--- config.mk ---
export PLATFORM = sky130hd
export DESIGN_NAME = char_stream_tokenizer
export DESIGN_NICKNAME = d
export VERILOG_FILES = /design/src/design/cst_pkg.sv /design/src/design/cst_cmd_fifo.sv /design/src/design/cst_front.sv /design/src/design/cst_back.sv /design/src/design/char_stream_tokenizer.sv
export VERILOG_INCLUDE_DIRS = /design/src /design/src/design
export SDC_FILE = /design/constraint.sdc
export NUM_CORES = 1
export LEC_CHECK = 0
export BUFFER_PORTS_ARGS = -buffer_cell sky130_fd_sc_hd__buf_4
export CAP_MARGIN = 10
export CORE_ASPECT_RATIO = 1.25
export CORE_UTILIZATION = 53
export DETAILED_ROUTE_END_ITERATION = 7
export GPL_ROUTABILITY_DRIVEN = 1
export PLACE_DENSITY = 0.69
export SLEW_MARGIN = 5
export SYNTH_ARGS = -nofsm -noshare
export SYNTH_HDL_FRONTEND = slang
export SYNTH_HIERARCHICAL = 1
export SYNTH_SLANG_ARGS = --single-unit
--- constraint.sdc ---
create_clock -name clk -period 17.5 [get_ports clk]
set_clock_uncertainty 0.15 [all_clocks]
set_input_delay 1.75 -clock clk [delete_from_list [all_inputs] [get_ports clk]]
set_output_delay 1.75 -clock clk [all_outputs]
set_load 0.05 [all_outputs]
--- src/design/char_stream_tokenizer_macros.svh ---
// Assertion macros shared by the tokenizer RTL.
// Included by the modules that carry concurrent checks; no other dependencies.
`ifndef CHAR_STREAM_TOKENIZER_MACROS_SVH
`define CHAR_STREAM_TOKENIZER_MACROS_SVH

// Condition must never hold at a clock edge outside reset.
`define CST_ASSERT_NEVER(lbl, clk, rstn, expr, msg) \
  lbl: assert property (@(posedge clk) disable iff (!rstn) !(expr)) else $error(msg);

// Antecedent implies consequent in the same cycle, outside reset.
`define CST_ASSERT_IMPL(lbl, clk, rstn, ante, cons, msg) \
  lbl: assert property (@(posedge clk) disable iff (!rstn) (ante) |-> (cons)) else $error(msg);

`endif

--- src/design/cst_pkg.sv ---
// Shared types, constants and byte-class helpers for the tokenizer.
// No dependencies; imported by every tokenizer module.
`timescale 1ns / 1ps

package cst_pkg;

  localparam int TEXT_SIZE  = 32;
  localparam int BUF_DEPTH  = TEXT_SIZE - 1;
  localparam int LEN_W      = $clog2(TEXT_SIZE);
  localparam int ADDR_W     = (BUF_DEPTH > 1) ? $clog2(BUF_DEPTH) : 1;
  localparam int MEM_AW     = ADDR_W + 1;
  localparam int MEM_DEPTH  = 2 ** MEM_AW;
  localparam int CMD_DEPTH  = 2;
  localparam int CMD_PW     = (CMD_DEPTH > 1) ? $clog2(CMD_DEPTH) : 1;
  localparam int CMD_CW     = $clog2(CMD_DEPTH + 1);

  localparam logic [15:0] TOKEN_LIMIT_RESET = 16'd1024;

  localparam int KW_LEN = 5;
  localparam bit KW_OK  = (BUF_DEPTH >= KW_LEN);
  localparam logic [7:0] KW_TEXT [KW_LEN] = '{8'h70, 8'h72, 8'h69, 8'h6E, 8'h74};

  localparam logic [7:0] CH_ASSIGN = 8'h3D;
  localparam logic [7:0] CH_PLUS   = 8'h2B;
  localparam logic [7:0] CH_MINUS  = 8'h2D;
  localparam logic [7:0] CH_STAR   = 8'h2A;
  localparam logic [7:0] CH_SLASH  = 8'h2F;
  localparam logic [7:0] CH_NUL    = 8'h00;

  typedef enum logic [2:0] {
    KIND_IDENT    = 3'd0,
    KIND_PRINT    = 3'd1,
    KIND_NUMBER   = 3'd2,
    KIND_ASSIGN   = 3'd3,
    KIND_OPERATOR = 3'd4,
    KIND_END      = 3'd5
  } kind_t;

  typedef enum logic [1:0] {
    PEND_NONE   = 2'd0,
    PEND_IDENT  = 2'd1,
    PEND_NUMBER = 2'd2
  } pend_t;

  typedef enum logic [1:0] {
    B_IDLE   = 2'd0,
    B_FETCH  = 2'd1,
    B_TEXT   = 2'd2,
    B_SINGLE = 2'd3
  } back_state_t;

  // One queued job: an optional buffered token followed by an optional
  // one-character token (assign, operator or END).
  typedef struct packed {
    logic             flush;
    kind_t            fkind;
    logic [LEN_W-1:0] flen;
    logic             fbank;
    logic             single;
    kind_t            skind;
    logic [7:0]       schar;
  } cmd_t;

  typedef struct packed {
    logic              en;
    logic [MEM_AW-1:0] addr;
    logic [7:0]        data;
  } wr_t;

  typedef struct packed {
    logic valid;
    logic bank;
  } rel_t;

  function automatic logic is_letter(logic [7:0] c);
    return (c inside {[8'h61:8'h7A], [8'h41:8'h5A]});
  endfunction

  function automatic logic is_digit(logic [7:0] c);
    return (c inside {[8'h30:8'h39]});
  endfunction

  function automatic logic is_op_char(logic [7:0] c);
    return (c inside {CH_PLUS, CH_MINUS, CH_STAR, CH_SLASH});
  endfunction

endpackage

--- src/design/cst_cmd_fifo.sv ---
// Short job queue between the tokenizer front and back.
// Depends on cst_pkg (cmd_t, CMD_DEPTH) and the assertion macro header.
`timescale 1ns / 1ps
`include "char_stream_tokenizer_macros.svh"

module cst_cmd_fifo import cst_pkg::*; (
  input  logic clk,
  input  logic rst_n,
  input  logic push,
  input  cmd_t push_data,
  output logic full,
  input  logic pop,
  output cmd_t pop_data,
  output logic empty
);

  cmd_t              entry_r [CMD_DEPTH];
  logic [CMD_PW-1:0] wp_r, wp_nxt;
  logic [CMD_PW-1:0] rp_r, rp_nxt;
  logic [CMD_CW-1:0] cnt_r, cnt_nxt;

  assign full     = (cnt_r == CMD_CW'(CMD_DEPTH));
  assign empty    = (cnt_r == '0);
  assign pop_data = entry_r[rp_r];

  always_comb begin
    wp_nxt  = wp_r;
    rp_nxt  = rp_r;
    cnt_nxt = cnt_r;
    if (push) begin
      wp_nxt = (wp_r == CMD_PW'(CMD_DEPTH - 1)) ? '0 : wp_r + CMD_PW'(1);
    end
    if (pop) begin
      rp_nxt = (rp_r == CMD_PW'(CMD_DEPTH - 1)) ? '0 : rp_r + CMD_PW'(1);
    end
    if (push && !pop) begin
      cnt_nxt = cnt_r + CMD_CW'(1);
    end else if (pop && !push) begin
      cnt_nxt = cnt_r - CMD_CW'(1);
    end
  end

  always_ff @(posedge clk) begin
    if (!rst_n) begin
      wp_r  <= '0;
      rp_r  <= '0;
      cnt_r <= '0;
    end else begin
      wp_r  <= wp_nxt;
      rp_r  <= rp_nxt;
      cnt_r <= cnt_nxt;
    end
  end

  always_ff @(posedge clk) begin
    if (push) begin
      entry_r[wp_r] <= push_data;
    end
  end

  `CST_ASSERT_NEVER(a_fifo_no_overflow, clk, rst_n, push && full, "job pushed into full queue")
  `CST_ASSERT_NEVER(a_fifo_no_underflow, clk, rst_n, pop && empty, "job popped from empty queue")

endmodule

--- src/design/cst_front.sv ---
// Tokenizer front: accepts bytes, classifies them, tracks the pending token
// and queues emit jobs. Depends on cst_pkg and the assertion macro header.
`timescale 1ns / 1ps
`include "char_stream_tokenizer_macros.svh"

module cst_front import cst_pkg::*; (
  input  logic        clk,
  input  logic        rst_n,
  input  logic        in_valid,
  output logic        in_stall,
  input  logic [7:0]  in_byte,
  input  logic        in_end_of_input,
  input  logic [15:0] token_limit,
  output logic        cmd_push,
  output cmd_t        cmd_data,
  input  logic        cmd_full,
  output wr_t         mem_wr,
  input  rel_t        rel
);

  pend_t            pend_r, pend_nxt;
  logic [LEN_W-1:0] len_r, len_nxt;
  logic [15:0]      count_r, count_nxt;
  logic             cur_r, cur_nxt;
  logic [1:0]       busy_r, busy_nxt;
  logic             kw_r, kw_nxt;

  logic        let_c, dig_c, cont, append, flush, open, start, is_asg, is_op;
  logic        single, wbank, accept;
  logic [15:0] count_fl;
  kind_t       fkind;

  function automatic logic kw_hit(logic [LEN_W-1:0] pos, logic [7:0] c);
    logic hit;
    hit = 1'b0;
    for (int i = 0; i < KW_LEN; i++) begin
      if (pos == LEN_W'(i) && c == KW_TEXT[i]) begin
        hit = 1'b1;
      end
    end
    return hit;
  endfunction

  always_comb begin
    let_c    = is_letter(in_byte);
    dig_c    = is_digit(in_byte);
    cont     = (pend_r == PEND_IDENT) ? (let_c || dig_c) : ((pend_r == PEND_NUMBER) && dig_c);
    append   = !in_end_of_input && cont && (len_r < LEN_W'(BUF_DEPTH));
    flush    = (pend_r != PEND_NONE) && !append;
    count_fl = count_r + 16'(flush);
    open     = !in_end_of_input && !append && (count_fl < token_limit);
    start    = open && (let_c || dig_c);
    is_asg   = open && (in_byte == CH_ASSIGN);
    is_op    = open && is_op_char(in_byte);
    single   = in_end_of_input || is_asg || is_op;
    wbank    = flush ? ~cur_r : cur_r;
    // Stall job bytes on a full queue, token starts while the target bank drains.
    in_stall = ((flush || single) && cmd_full) || (start && busy_r[wbank]);
    accept   = in_valid && !in_stall;

    if (pend_r == PEND_IDENT) begin
      fkind = (KW_OK && kw_r && (len_r == LEN_W'(KW_LEN))) ? KIND_PRINT : KIND_IDENT;
    end else begin
      fkind = KIND_NUMBER;
    end
  end

  always_comb begin
    pend_nxt  = pend_r;
    len_nxt   = len_r;
    count_nxt = count_r;
    cur_nxt   = cur_r;
    kw_nxt    = kw_r;
    busy_nxt  = busy_r;
    if (rel.valid) begin
      busy_nxt[rel.bank] = 1'b0;
    end
    if (accept) begin
      if (flush) begin
        busy_nxt[cur_r] = 1'b1;
        cur_nxt         = ~cur_r;
      end
      if (in_end_of_input) begin
        pend_nxt  = PEND_NONE;
        len_nxt   = '0;
        count_nxt = '0;
      end else if (append) begin
        len_nxt = len_r + LEN_W'(1);
        kw_nxt  = kw_r && kw_hit(len_r, in_byte);
      end else begin
        count_nxt = count_fl + 16'(is_asg || is_op);
        if (start) begin
          pend_nxt = let_c ? PEND_IDENT : PEND_NUMBER;
          len_nxt  = LEN_W'(1);
          kw_nxt   = (in_byte == KW_TEXT[0]);
        end else begin
          pend_nxt = PEND_NONE;
          len_nxt  = '0;
        end
      end
    end
  end

  always_comb begin
    cmd_push        = accept && (flush || single);
    cmd_data.flush  = flush;
    cmd_data.fkind  = fkind;
    cmd_data.flen   = len_r;
    cmd_data.fbank  = cur_r;
    cmd_data.single = single;
    cmd_data.skind  = in_end_of_input ? KIND_END : (is_asg ? KIND_ASSIGN : KIND_OPERATOR);
    cmd_data.schar  = in_end_of_input ? CH_NUL : in_byte;

    mem_wr.en   = accept && (append || start);
    mem_wr.addr = append ? {cur_r, len_r[ADDR_W-1:0]} : {wbank, {ADDR_W{1'b0}}};
    mem_wr.data = in_byte;
  end

  always_ff @(posedge clk) begin
    if (!rst_n) begin
      pend_r  <= PEND_NONE;
      len_r   <= '0;
      count_r <= '0;
      cur_r   <= 1'b0;
      busy_r  <= '0;
      kw_r    <= 1'b0;
    end else begin
      pend_r  <= pend_nxt;
      len_r   <= len_nxt;
      count_r <= count_nxt;
      cur_r   <= cur_nxt;
      busy_r  <= busy_nxt;
      kw_r    <= kw_nxt;
    end
  end

  `CST_ASSERT_NEVER(a_front_no_busy_write, clk, rst_n, mem_wr.en && busy_r[mem_wr.addr[MEM_AW-1]], "text written into a bank still draining")
  `CST_ASSERT_IMPL(a_front_pend_has_len, clk, rst_n, pend_r != PEND_NONE, len_r != '0, "pending token with no buffered text")

endmodule

--- src/design/cst_back.sv ---
// Tokenizer back: holds the two-bank text memory, pops jobs and sends one
// result per character through a registered output. Depends on cst_pkg and the assertion macro header.
`timescale 1ns / 1ps
`include "char_stream_tokenizer_macros.svh"

module cst_back import cst_pkg::*; (
  input  logic       clk,
  input  logic       rst_n,
  input  wr_t        mem_wr,
  input  logic       cmd_empty,
  input  cmd_t       cmd_head,
  output logic       cmd_pop,
  output rel_t       rel,
  output logic       out_valid,
  input  logic       out_stall,
  output logic [2:0] out_token_kind,
  output logic [7:0] out_text_char,
  output logic       out_last_in_token,
  output logic       out_last_in_run
);

  logic [7:0]       text_mem_r [MEM_DEPTH];
  logic [7:0]       rd_data_r;
  back_state_t      state_r, state_nxt;
  cmd_t             cmd_r;
  logic [LEN_W-1:0] idx_r, idx_nxt, idx_inc;
  logic             out_valid_r, out_valid_nxt;
  kind_t            kind_r, kind_nxt;
  logic [7:0]       char_r, char_nxt;
  logic             lt_r, lt_nxt, lr_r, lr_nxt;

  logic              out_free, last_char, load, rd_en;
  logic [MEM_AW-1:0] rd_addr;

  assign out_free  = !out_valid_r || !out_stall;
  assign last_char = (idx_r == cmd_r.flen - LEN_W'(1));
  assign idx_inc   = idx_r + LEN_W'(1);

  always_comb begin
    state_nxt = state_r;
    case (state_r)
      B_IDLE: begin
        if (!cmd_empty) begin
          state_nxt = cmd_head.flush ? B_FETCH : B_SINGLE;
        end
      end
      B_FETCH: state_nxt = B_TEXT;
      B_TEXT: begin
        if (out_free && last_char) begin
          state_nxt = cmd_r.single ? B_SINGLE : B_IDLE;
        end
      end
      B_SINGLE: begin
        if (out_free) begin
          state_nxt = B_IDLE;
        end
      end
      default: state_nxt = B_IDLE;
    endcase
  end

  always_comb begin
    cmd_pop   = 1'b0;
    rd_en     = 1'b0;
    rd_addr   = {cmd_r.fbank, idx_inc[ADDR_W-1:0]};
    idx_nxt   = idx_r;
    load      = 1'b0;
    kind_nxt  = kind_r;
    char_nxt  = char_r;
    lt_nxt    = lt_r;
    lr_nxt    = lr_r;
    rel.valid = 1'b0;
    rel.bank  = cmd_r.fbank;
    case (state_r)
      B_IDLE: cmd_pop = !cmd_empty;
      B_FETCH: begin
        rd_en   = 1'b1;
        rd_addr = {cmd_r.fbank, {ADDR_W{1'b0}}};
        idx_nxt = '0;
      end
      B_TEXT: begin
        if (out_free) begin
          load     = 1'b1;
          kind_nxt = cmd_r.fkind;
          char_nxt = rd_data_r;
          lt_nxt   = last_char;
          lr_nxt   = last_char && !cmd_r.single;
          if (last_char) begin
            rel.valid = 1'b1;
          end else begin
            rd_en   = 1'b1;
            idx_nxt = idx_inc;
          end
        end
      end
      B_SINGLE: begin
        if (out_free) begin
          load     = 1'b1;
          kind_nxt = cmd_r.skind;
          char_nxt = cmd_r.schar;
          lt_nxt   = 1'b1;
          lr_nxt   = 1'b1;
        end
      end
      default: cmd_pop = 1'b0;
    endcase
    out_valid_nxt = load || (out_valid_r && out_stall);
  end

  always_ff @(posedge clk) begin
    if (!rst_n) begin
      state_r     <= B_IDLE;
      out_valid_r <= 1'b0;
    end else begin
      state_r     <= state_nxt;
      out_valid_r <= out_valid_nxt;
    end
  end

  always_ff @(posedge clk) begin
    if (cmd_pop) begin
      cmd_r <= cmd_head;
    end
    idx_r  <= idx_nxt;
    kind_r <= kind_nxt;
    char_r <= char_nxt;
    lt_r   <= lt_nxt;
    lr_r   <= lr_nxt;
  end

  always_ff @(posedge clk) begin
    if (mem_wr.en) begin
      text_mem_r[mem_wr.addr] <= mem_wr.data;
    end
    if (rd_en) begin
      rd_data_r <= text_mem_r[rd_addr];
    end
  end

  assign out_valid         = out_valid_r;
  assign out_token_kind    = kind_r;
  assign out_text_char     = char_r;
  assign out_last_in_token = lt_r;
  assign out_last_in_run   = lr_r;

  `CST_ASSERT_IMPL(a_back_idx_in_token, clk, rst_n, state_r == B_TEXT, idx_r < cmd_r.flen, "text read past end of token")
  `CST_ASSERT_IMPL(a_back_run_ends_token, clk, rst_n, out_valid_r && out_last_in_run, out_last_in_token, "run ends inside a token")

endmodule

--- src/design/char_stream_tokenizer.sv ---
// Top level of the streaming lexical tokenizer: config register, front,
// job queue and back. Depends on cst_pkg, cst_front, cst_cmd_fifo, cst_back.
`timescale 1ns / 1ps

// Channel   Direction  Handshake            Payload
// in_       in         in_valid / in_stall  in_byte[7:0], in_end_of_input
// out_      out        out_valid/out_stall  out_token_kind[2:0], out_text_char[7:0],
//                                           out_last_in_token, out_last_in_run
// cfg_      in         cfg_wr_en            cfg_wr_data[15:0] (token limit)
//
// Flow: the back takes each job off the queue in B_IDLE; a finished token then costs
// one memory fetch and one result per character, and an assign, operator or END
// result one more. With the back idle, a single result goes through B_IDLE and
// B_SINGLE into the output register, token text through B_IDLE, B_FETCH and
// B_TEXT.
// Reset: synchronous, active low; the token limit returns to 1024, no token pending.
// Stalls: the front holds a byte that needs a job while the two-job queue is full,
// or one that starts a token while the text bank it must write is still being drained.

module char_stream_tokenizer import cst_pkg::*; (
  input  logic        clk,
  input  logic        rst_n,
  input  logic        in_valid,
  output logic        in_stall,
  input  logic [7:0]  in_byte,
  input  logic        in_end_of_input,
  output logic        out_valid,
  input  logic        out_stall,
  output logic [2:0]  out_token_kind,
  output logic [7:0]  out_text_char,
  output logic        out_last_in_token,
  output logic        out_last_in_run,
  input  logic        cfg_wr_en,
  input  logic [15:0] cfg_wr_data
);

  logic [15:0] token_limit_r;

  // Jobs from front to back, text memory writes and bank release.
  logic cmd_push, cmd_full, cmd_pop, cmd_empty;
  cmd_t cmd_in, cmd_head;
  wr_t  mem_wr;
  rel_t rel;

  // Token limit; the user must write it only while the block is idle, the block does not enforce this.
  always_ff @(posedge clk) begin
    if (!rst_n) begin
      token_limit_r <= TOKEN_LIMIT_RESET;
    end else if (cfg_wr_en) begin
      token_limit_r <= cfg_wr_data;
    end
  end

  // Front: classify each byte, advance the pending token, queue emit jobs.
  cst_front u_front (
    .clk             (clk),
    .rst_n           (rst_n),
    .in_valid        (in_valid),
    .in_stall        (in_stall),
    .in_byte         (in_byte),
    .in_end_of_input (in_end_of_input),
    .token_limit     (token_limit_r),
    .cmd_push        (cmd_push),
    .cmd_data        (cmd_in),
    .cmd_full        (cmd_full),
    .mem_wr          (mem_wr),
    .rel             (rel)
  );

  // Decouple the two sides so a stalled output does not hold up byte intake.
  cst_cmd_fifo u_fifo (
    .clk       (clk),
    .rst_n     (rst_n),
    .push      (cmd_push),
    .push_data (cmd_in),
    .full      (cmd_full),
    .pop       (cmd_pop),
    .pop_data  (cmd_head),
    .empty     (cmd_empty)
  );

  // Back: drain each job one character per transfer.
  cst_back u_back (
    .clk               (clk),
    .rst_n             (rst_n),
    .mem_wr            (mem_wr),
    .cmd_empty         (cmd_empty),
    .cmd_head          (cmd_head),
    .cmd_pop           (cmd_pop),
    .rel               (rel),
    .out_valid         (out_valid),
    .out_stall         (out_stall),
    .out_token_kind    (out_token_kind),
    .out_text_char     (out_text_char),
    .out_last_in_token (out_last_in_token),
    .out_last_in_run   (out_last_in_run)
  );

endmodule

* Yosys cells after proc, flatten, opt, wreduce, memory -nomap -nowiden
Memory sizes are Yosys's and may differ from the RTL's. A register that Yosys moved wholly into a read port is not among the register bits. Cells that the tools add are included.
Storage, ports and cells: bits in writable memories 554, flip-flop bits (word level) 89, word-level logic and storage cells 221, memories 2
Operators by class: reductions and logical operators 65, add/sub/neg operators 9, muxes and demuxes 76, order comparisons 13, bitwise logic cells 5, equal/unequal tests 28
Memory list:
- u_back.text_mem_r | words 64, bits a word 8, rd ports 1, clocked after memory_dff 1, wr ports 1, RTL line cst_back.sv:22 | logic [7:0] text_mem_r [MEM_DEPTH];
- u_fifo.entry_r | words 2, bits a word 21, rd ports 1, clocked after memory_dff 1, wr ports 1, RTL line cst_cmd_fifo.sv:17 | cmd_t entry_r [CMD_DEPTH];
Operator list (number):
- 8-bit by 6-bit == test with 1-bit output, second input constant | 5
- 8-bit by 7-bit == test with 1-bit output, second input constant | 5
- 1-bit two-way mux | 37
- 16-bit by 1-bit adder with 16-bit output | 2
- 16-bit two-way mux | 2
- 1-bit logical AND | 31
- 2-bit two-way mux | 15
- 5-bit two-way mux | 5
- 8-bit two-way mux | 3
- 8-bit by 7-bit >= comparator with 1-bit output, second input constant | 2
- 8-bit by 7-bit <= comparator with 1-bit output, second input constant | 2
- 16-bit less-than comparator | 1
- 8-bit case mux with 2 select lines | 1
- 3-bit two-way mux | 4
- 3-bit AND reduction | 4
- 2-bit nonzero test | 6
- 5-bit by 1-bit adder with 5-bit output, second input constant | 2
- 5-bit by 2-bit == test with 1-bit output, second input constant | 2
- 5-bit by 3-bit == test with 1-bit output, second input constant | 2
- 5-bit case mux with 2 select lines | 1
- 1-bit zero test | 9
- 1-bit logical OR | 9
- 2-bit == test, second input constant | 4
- 8-bit by 6-bit >= comparator with 1-bit output, second input constant | 1
- other kinds (27) | 41

* Depth between registers and ports, before layout
Gate-level depths: netlist (run 1).
depth after elaboration 25, gate-level depth with buffers 26

* Modules after synthesis
Netlist (run 1), hierarchy kept.
By module, submodules not included:
- cst_back | cells each 1391, seq. area each 16846.2 µm², area an instance 22684.3 µm², times used 1
- cst_front | cells each 432, seq. area each 540.5 µm², area an instance 3295.7 µm², times used 1
- cst_cmd_fifo | cells each 90, seq. area each 1421.4 µm², area an instance 1798.0 µm², times used 1
- char_stream_tokenizer | cells each 51, seq. area each 320.3 µm², area an instance 613.1 µm², times used 1

* Worst setup path before layout (run 1)
OpenSTA, ideal clock, no wires.
path kind input to output, start point input port in_byte[1], end point output port in_stall, setup slack 9.067 ns, data required time 15.600 ns, stages 20, data arrival time 6.533 ns, cells stage by stage clkbuf_1 -> or4_4 -> o22a_1 -> a22oi_2 -> nand2_1 -> inv_1 -> ha_1 -> nand2_1 -> or3_1 -> buf_2 -> or4_4 -> xnor2_2 -> ha_1 -> a211o_1 -> a31oi_1 -> o21a_1 -> o21a_1 -> and3_1 -> buf_2 -> a21o_1
On the way: longest elaborated chain between the ends 18
RTL lines:
- start, declared | RTL line char_stream_tokenizer.sv:25 | input logic [7:0] in_byte,
- 8-bit by 7-bit >= comparator with 1-bit output / 8-bit by 7-bit <= comparator with 1-bit output (equally long branches) | RTL line cst_pkg.sv:76 | return (c inside {[8'h61:8'h7A], [8'h41:8'h5A]});
- 1-bit logical AND | RTL line cst_pkg.sv:76
- 2-bit nonzero test | RTL line cst_pkg.sv:76
- 1-bit logical OR | RTL line cst_front.sv:47 | cont = (pend_r == PEND_IDENT) ? (let_c || dig_c) : ((pend_r == PEND_NUMBER) && dig_c);
- 1-bit two-way mux (*) | RTL line cst_front.sv:47
- 1-bit logical AND (*) (2 in a row) | RTL line cst_front.sv:48 | append = !in_end_of_input && cont && (len_r < LEN_W'(BUF_DEPTH));
- 1-bit zero test (*) | RTL line cst_front.sv:49 | flush = (pend_r != PEND_NONE) && !append;
- 1-bit logical AND (*) | RTL line cst_front.sv:49
- via u_front.flush | RTL line cst_front.sv:28 | logic let_c, dig_c, cont, append, flush, open, start, is_asg, is_op;
- 16-bit by 1-bit adder with 16-bit output | RTL line cst_front.sv:50 | count_fl = count_r + 16'(flush);
- 16-bit less-than comparator | RTL line cst_front.sv:51 | open = !in_end_of_input && !append && (count_fl < token_limit);
- 1-bit logical AND | RTL line cst_front.sv:51
- 1-bit logical AND | RTL line cst_front.sv:53 | is_asg = open && (in_byte == CH_ASSIGN);
- 1-bit logical OR (2 in a row) | RTL line cst_front.sv:55 | single = in_end_of_input || is_asg || is_op;
- 1-bit logical OR | RTL line cst_front.sv:58 | in_stall = ((flush || single) && cmd_full) || (start && busy_r[wbank]);
- 1-bit logical AND | RTL line cst_front.sv:58
- 1-bit logical OR (*) | RTL line cst_front.sv:58
- end, declared | RTL line char_stream_tokenizer.sv:24 | output logic in_stall,
The timed path passes the listed nets; every way through them passes the cells marked *. The select of a mux whose other input is x is not followed.

==> results of run 1 <==
layer usage:
metal  routed length (um)  global-route usage (%)  part of all wire (%)  up-vias
met5                    0                       0                     0        -
met4                 3730                    13.4                   4.9        0
met3                 6890                    4.66                   9.1      203
met2                36900                    47.6                    49     1037
met1                27900                    34.5                    37     8917
li1                     -                       -                     -     7689
registers in the layout, indices dropped and copies added, names as in the netlist, 2 cells and up, named ones only:
| signal | cells |
|---|---|
| u_back/out_text_char | 8 |
| u_back/state_r | 2 |
| u_back/cmd_r | 20 |
| u_back/out_token_kind | 3 |
| u_fifo/entry_r | 44 |
| u_front/len_r | 5 |
| u_fifo/cnt_r | 2 |
| u_front/busy_r | 2 |
| token_limit_r | 16 |
| u_front/count_r | 16 |
| u_back/idx_r | 5 |
| u_front/pend_r | 2 |
| u_back/rd_data_r | 8 |
| u_back/text_mem_r | 512 |
worst max-delay path, delay by kind of cell:
family / cells / cell delay (ns)
fa+ha+maj: 2 / 0.65
xor+xnor: 1 / 0.16
simple gates: 6 / 2.28
compound gates: 7 / 1.89
buf+inv: 3 / 1.12
synth_stat cells, types with 38 or more instances:
cell type	instances
nor2_1	116
a21oi_1	58
mux2i_1	130
a221oi_1	43
o21ai_0	51
nand3_1	45
buf_2	52
nor2b_1	48
inv_1	38
mux2_2	40
edfxtp_1	603
nand2_1	108
clkbuf_1	51
dfxtp_1	51
layout by cell type (no fill, tap or decap), types with 16 or more instances in the layout:
cell type / count
a2bb2oi_1: 19
edfxtp_1: 603
a31oi_1: 20
nor2_1: 116
ha_1: 29
mux2_2: 40
clkbuf_16: 61
nor3_1: 31
a211oi_1: 21
a21oi_1: 58
o21ai_0: 51
buf_4: 71
xor2_1: 16
o22ai_1: 31
a221oi_1: 43
nor2b_1: 45
nand3_1: 45
and2_1: 18
mux4_2: 21
xnor2_1: 16
a211o_1: 24
mux2i_1: 130
inv_1: 38
nand2_1: 108
dfxtp_1: 51
o221ai_1: 24
worst max path at each step:
stage | cells after the start | slack, ns | end | start
after floorplan | 20 | 9.07 | in_stall | in_byte[1]
after global placement | 20 | 7.63 | u_back/text_mem_r[47][0]$_DFFE_PP_ | in_byte[2]
after detailed placement | 20 | 7.37 | u_back/text_mem_r[47][5]$_DFFE_PP_ | in_byte[3]
after CTS | 19 | 7.82 | in_stall | in_byte[3]
after global routing | 19 | 7.31 | in_stall | in_byte[3]
final | 19 | 7.75 | in_stall | in_byte[3]
metrics by stage:
stage	area (um2)	power, mW	util (%)	hold WS, ns
3_5_place_dp	29100	3.63	55.2	0.317
4_1_cts	31100	4.96	59.0	0.322
6_report	31100	4.99	59.0	0.319
5_1_grt	31100	5.14	59.0	0.355
2_1_floorplan	28400	3.01	-	0.285
3_3_place_gp	29100	3.61	55.2	0.296
cell families (layout without fill, tap and decap cells):
family | after synthesis | in the layout | share of synthesized area, %
AOI/OAI and AO/OA | 406 | 406 | 10.7
xor gates and xnor gates | 37 | 37 | 1.27
adders and majority gates | 31 | 31 | 1.37
buffers and inverters | 174 | 221 | 2.98
DFF | 654 | 654 | 67.4
muxes | 192 | 192 | 7.89
other | 1 | 1 | 0.0132
and+or+nand+nor | 469 | 469 | 8.42
power by group:
group	total [mW]	internal, mW	switching [mW]
Clock	1.34	0.773	0.564
Combinational	1.81	0.586	1.23
Sequential	1.84	1.80	0.0444
Total	4.99	3.16	1.84
layout make-up:
| type | instances | area share [%] |
|---|---|---|
| Multi-Input combinational cell | 1136 | 27.2 |
| Inverter | 40 | 0.482 |
| Clock inverter | 36 | 1.36 |
| Clock buffer | 73 | 5.08 |
| Timing Repair Buffer | 72 | 1.78 |
| Sequential cell | 654 | 61.4 |
| Tap cell | 672 | 2.70 |
==> metrics.md, run 1 <==
| Metric | Value |
|---|---|
| Post-CTS Repair Setup Buffers | 0 |
| CTS root buf | clkbuf_16 |
| Drt first pass iters | 5 |
| Initial antenna violation count | 2 |
| GRT Total Usage | 27.8% |
| Post-synth top area cell | edfxtp_1 |
| Reg area | between 15000 and 20000 um2 |
| Status | finished, final reports clean |
| Sink Count | 654 |
| Finished Layout Cells | about 2.7k |
| Critical-path maximum fanout | 71 |
| DP HPWL | ~45000 um |
| Largest cells by area after synthesis | edfxtp_1, mux2i_1, dfxtp_1, mux4_2, mux2_2 |
| Count of different cell masters after synthesis | around 100 |
| DRC Markers | 0 |
| Placed Cells | 2574 |
| Number of global-route vias before repair | 17.8k |
| Startpoint types | input port |
| Pin count of the biggest net entering global routing | 124 |
| Endpoints failing setup | 0 |
| # IOs | 45 |
| Rel. slew slack | 18.5% |
| Drt wl/cell | 28.1 um |
| Post-Syn Area per Cell | 14.5 um2 |
| Static leakage | 10.3 nW |
| Fin nets | around 2.0k |
| Post-CTS Resized | 0 |
| Post-Syn Area | ~28000 um2 |
| First-pass GRT wire length | 112000 um |
| Ys async rst share | 0% |
| Area occupied by multi-input gates | 8460 um2 |
| PortBufs | 44 |
| Chip Width | 209 um |
| RSZ-0062 raised after global routing | no |
| CP Data Arrival Time | 7.85 ns |
| Final Hold Fails | 0 |
| Share of cells above drive strength 1 | 13.4% |
| Wirelength, routed | 75400 um |
| Worst-margin pin slew | approximately 1.2 ns |
| Yosys warning count | 6 |
| GP Congestion | 0.913 |
| Setup TNS | 0 ns |
| Final Max Tran Viols | 0 |
| Vias | 17.8k |
| Reg-to-Reg Start | u_front/len_r[2]$_SDFFE_PN0P_ |
| Maximum VDD drop | ~0.11 mV |
| PwrDens | 160 nW/um2 |
| CTS clock-pin slew for the worst setup and hold paths | ~0.060 ns |
| Area Overhead vs Synth | 9.66% |
| Fillers | 3945 |
| CP Capture Type | primary output |
| CP peak stage delay | around 0.72 ns |
| Required time of the critical path | roughly 16 ns |
| Min-Delay Startpoint | u_front/count_r[14]$_SDFFE_PN0P_ |
| Maximum root-to-sink buffer count | 3 |
| Crit path kind | in2out |
| Grt total ovfl | 0 |
| Number of max-cap violations | 0 |
| Syn Nets | 2025 |
| Worst skew pair latency | between 0.6 and 0.7 ns |
| Fin crit period | 9.75 ns |
| Dpl ws | 7.37 ns |
| Cell Rows | 94 |
| Starting DRT DRC Count | 1861 |
| Final WS setup | 7.75 ns |
| Hold Path Stages | 2 |
| Max frequency | 103 MHz |
| Worst Hold Class | reg2reg |
| Number of synthesized flops with an enable pin | approximately 600 |
| DR vias/cell | 6.65 |
| Register-to-Register Path Depth | 20 |
| Die height | between 200 and 300 um |
| Worst Hold Path EP | u_front/count_r[14]$_SDFFE_PN0P_ |
| Synth top area share | 63.8% |
| Num CTS Buffers | 59 |
| Initial Util | 53.8% |
| Worst path cell trace | buf_4 > o21ai_0 > and4_1 > a22oi_2 > nand2_1 > inv_1 > ha_1 > nand2_1 > or3_1 > or4_4 > xnor2_2 > ha_1 > a211o_1 > a31oi_1 > o21a_1 > o21a_1 > and3_1 > a21o_1 > buf_4 |
| Core area | approximately 53000 um2 |
| R2R Setup Slk | 9.38 ns |
| Ys flop type | edfxtp_1 |
| Syn Inst Count | 1964 |
| Die area | 54500 um2 |
| CTS tree | yes |
| CP max stage cell | buf_4 |
| Reg-to-Reg End | u_back/text_mem_r[62][5]$_DFFE_PP_ |
| Flops & latches, synth | 654 |
| Seq/Total Area, Yosys | around two thirds |
| H-tree depth | 2 |
| Number of diodes | 0 |
| Final ANT Viol Nets | 0 |
| Hold_buf cts | 0 |
| Final Cycle Share | 55.7% |
Note: power is estimated with default switching activity, not from simulation.
==> run 2: changes to the inputs <==
- clock period: 17.5 -> 10.1 ns (I/O delays scaled with it)
==> run 2 against run 1 <==
Worst setup slack got worse by 6.4 ns. Via count increased by 1.4%. Utilization up 0.24 points. Clock-buffer cell count down 5. Non-clock buffer count rose by 11. Global-route usage up 0.25 points. Final cell count grew 0.48%. Sequential cell count stayed put. Critical path type is now in2reg. Largest power group unchanged. Highest routed layer is now met5.
==> metrics.md, run 2 (synthesized netlist as in run 1, its figures left out) <==
| Metric | Value |
|---|---|
| DP HPWL | about 46000 um |
| PortBufs | 44 |
| CP Capture Type | flop |
| Initial antenna violation count | 2 |
| Seq pwr share | 36.5% |
| Min-Delay Startpoint | u_front/count_r[14]$_SDFFE_PN0P_ |
| Reg-to-Reg Start | u_front/len_r[2]$_SDFFE_PN0P_ |
| Post-CTS Resized | 0 |
| Num CTS Buffers | 59 |
| Die area | ~55000 um2 |
| Post-CTS Repair Setup Buffers | 0 |
| Most common cell after layout, fill and taps aside | edfxtp_1 |
| Wirelength, routed | 76100 um |
| DRC Markers | 0 |
| Final Cycle Share | 86.2% |
| Comb pwr share | 36.5% |
| GP Congestion | 0.907 |
| Bufs and invs on worst path | 2 |
| Power Internal | 5.50 mW |
| Clk pwr share | 27.0% |
| CP peak stage delay | 0.77 ns |
| Family with the most delay on the worst path | simple AND/OR/NAND/NOR gates |
| Fin nets | a little over 2k |
| Endpoints failing setup | 0 |
| Crit path kind | in2reg |
| Core area | ~53000 um2 |
| # IOs | 45 |
| Cell Rows | 94 |
| Switch share | 36.9% |
| PwrDens | ~280 nW/um2 |
| Setup TNS | 0 ns |
| CP most frequent cell | nand2_1 |
| Maximum VDD drop | 0.270 mV |
| CTS clock-pin slew for the worst setup and hold paths | 0.07 ns |
| Required time of the critical path | 10.23 ns |
| Chip Width | 209 um |
| RSZ-0062 raised after global routing | no |
| Worst path cell trace | buf_4 > o21ai_0 > and4_1 > a22oi_2 > nand2_1 > inv_1 > ha_1 > nand2_1 > or3_1 > or4_4 > xnor2_2 > ha_1 > nand4_1 > or3_1 > o21ai_0 > a21o_4 > nand2_1 > nor2_1 > nor2b_1 > nand2_1 > nor2_1 |
| First-pass GRT wire length | 112000 um |
| Reg area | 19100 um2 |
| Worst Hold Margin | roughly 0.31 ns |
| Area occupied by multi-input gates | between 8000 and 9000 um2 |
| Most frequent cells in the layout | edfxtp_1, mux2i_1, nor2_1, nand2_1, buf_4 |
| Number of diodes | 0 |
| Static leakage | 10.4 nW |
| CTS tree | yes |
| Dpl ws | around 0.9 ns |
| Die height | 261 um |
| Starting DRT DRC Count | around 2.1k |
| H-tree depth | 2 |
| Largest Register | u_back/text_mem_r |
| GRT Total Usage | 28.1% |
| Drt wl/cell | ~28 um |
| Largest register FFs | between 500 and 600 |
| Hold_buf cts | 0 |
| Fillers | 3999 |
| Final Max Tran Viols | 0 |
| CP max stage cell | nor2_1 |
| Drt first pass iters | 8 |
| Final Hold Fails | 0 |
| Maximum root-to-sink buffer count | 3 |
| Crit path from | in_byte[1] |
| CP Data Arrival Time | ~8.8 ns |
| Number of max-cap violations | 0 |
| CTS root buf | clkbuf_16 |
| Vias | 18.1k |
| Regs by FF count | u_back/text_mem_r x512, u_fifo/entry_r x44, u_back/cmd_r x20 |
| Fin crit period | 8.71 ns |
| Number of global-route vias before repair | 17.9k |
| Worst skew pair latency | 0.66 ns |
| Status | finished, final reports clean |
| Worst Hold Class | reg2reg |
| Share of cells above drive strength 1 | 14.2% |
| Critical-path maximum fanout | 73 |
| DR vias/cell | 6.71 |
| Final WS setup | approximately 1.4 ns |
| Startpoint types | input port |
| Final ANT Viol Nets | 0 |
| Grt total ovfl | 0 |
| Area Overhead vs Synth | 10.1% |
| Rel. slew slack | 17.2% |
| Initial Util | 53.8% |
| Psw | 3.22 mW |
| Sink Count | 654 |
| Worst-margin pin slew | ~1.2 ns |
| Max frequency | 115 MHz |
| Pin count of the biggest net entering global routing | ~130 |
[run 2: cell types whose count changed in the layout (fill, tap and decap cells not counted), sizes merged]
cell	before	now
buf	72	83
clkbuf	73	68
clkinv	23	27
inv	39	42
bufinv	9	10
clkinvlp	5	4
[run 2: area by class of cell]
| class | instances | share of cell area (%) |
|---|---|---|
| flip-flops and latches | 654 | 61.2 |
| multi-input cells | 1136 | 27.1 |
| clock buffers | 68 | 4.90 |
| well taps | 672 | 2.69 |
| repair buffers | 83 | 2.03 |
| clock inverters | 43 | 1.67 |
| inverters | 40 | 0.480 |
[run 2: power by group through the flow]
stage                     Combinational (mW)  Clock [mW]  Sequential, mW
after floorplan                         1.95           0            3.27
after global placement                  3.02           0            3.24
after detailed placement                3.06           0            3.24
after CTS                               3.07        2.39            3.18
after global routing                    3.30        2.49            3.19
final                                   3.18        2.36            3.18
[run 2: per-layer routing]
layer  routed length (um)  GRT usage, %  vias up
met5                    8             0        -
met4                 3640          13.3        2
met3                 7090          5.33      258
met2                37700          47.8     1122
met1                27700          34.6     8985
li1                     -             -     7729
[run 2: worst min-delay path, stage by stage (launching register included)]
cell     delay (ns)
dfxtp_1        0.31
nand2_1        0.05
mux2i_1        0.05
[run 2: worst paths after layout]
path                                              to  slack [ns]  cells after the start
setup / recovery  u_back/text_mem_r[26][6]$_DFFE_PP_        1.39                     21
hold / removal      u_front/count_r[14]$_SDFFE_PN0P_        0.31                      2
hold reg to reg     u_front/count_r[14]$_SDFFE_PN0P_        0.31                      2
setup reg to reg  u_back/text_mem_r[26][6]$_DFFE_PP_        2.08                     20
[run 2: per-stage QoR]
stage	cell area (um2)	total power [mW]	utilization (%)	std cells
floorplan	28400	5.21	-	1964
global placement	29200	6.26	55.3	2584
detailed placement	29200	6.30	55.3	2584
CTS	31300	8.65	59.2	2695
global route	31300	8.98	59.2	2696
finish	31300	8.72	59.2	2696
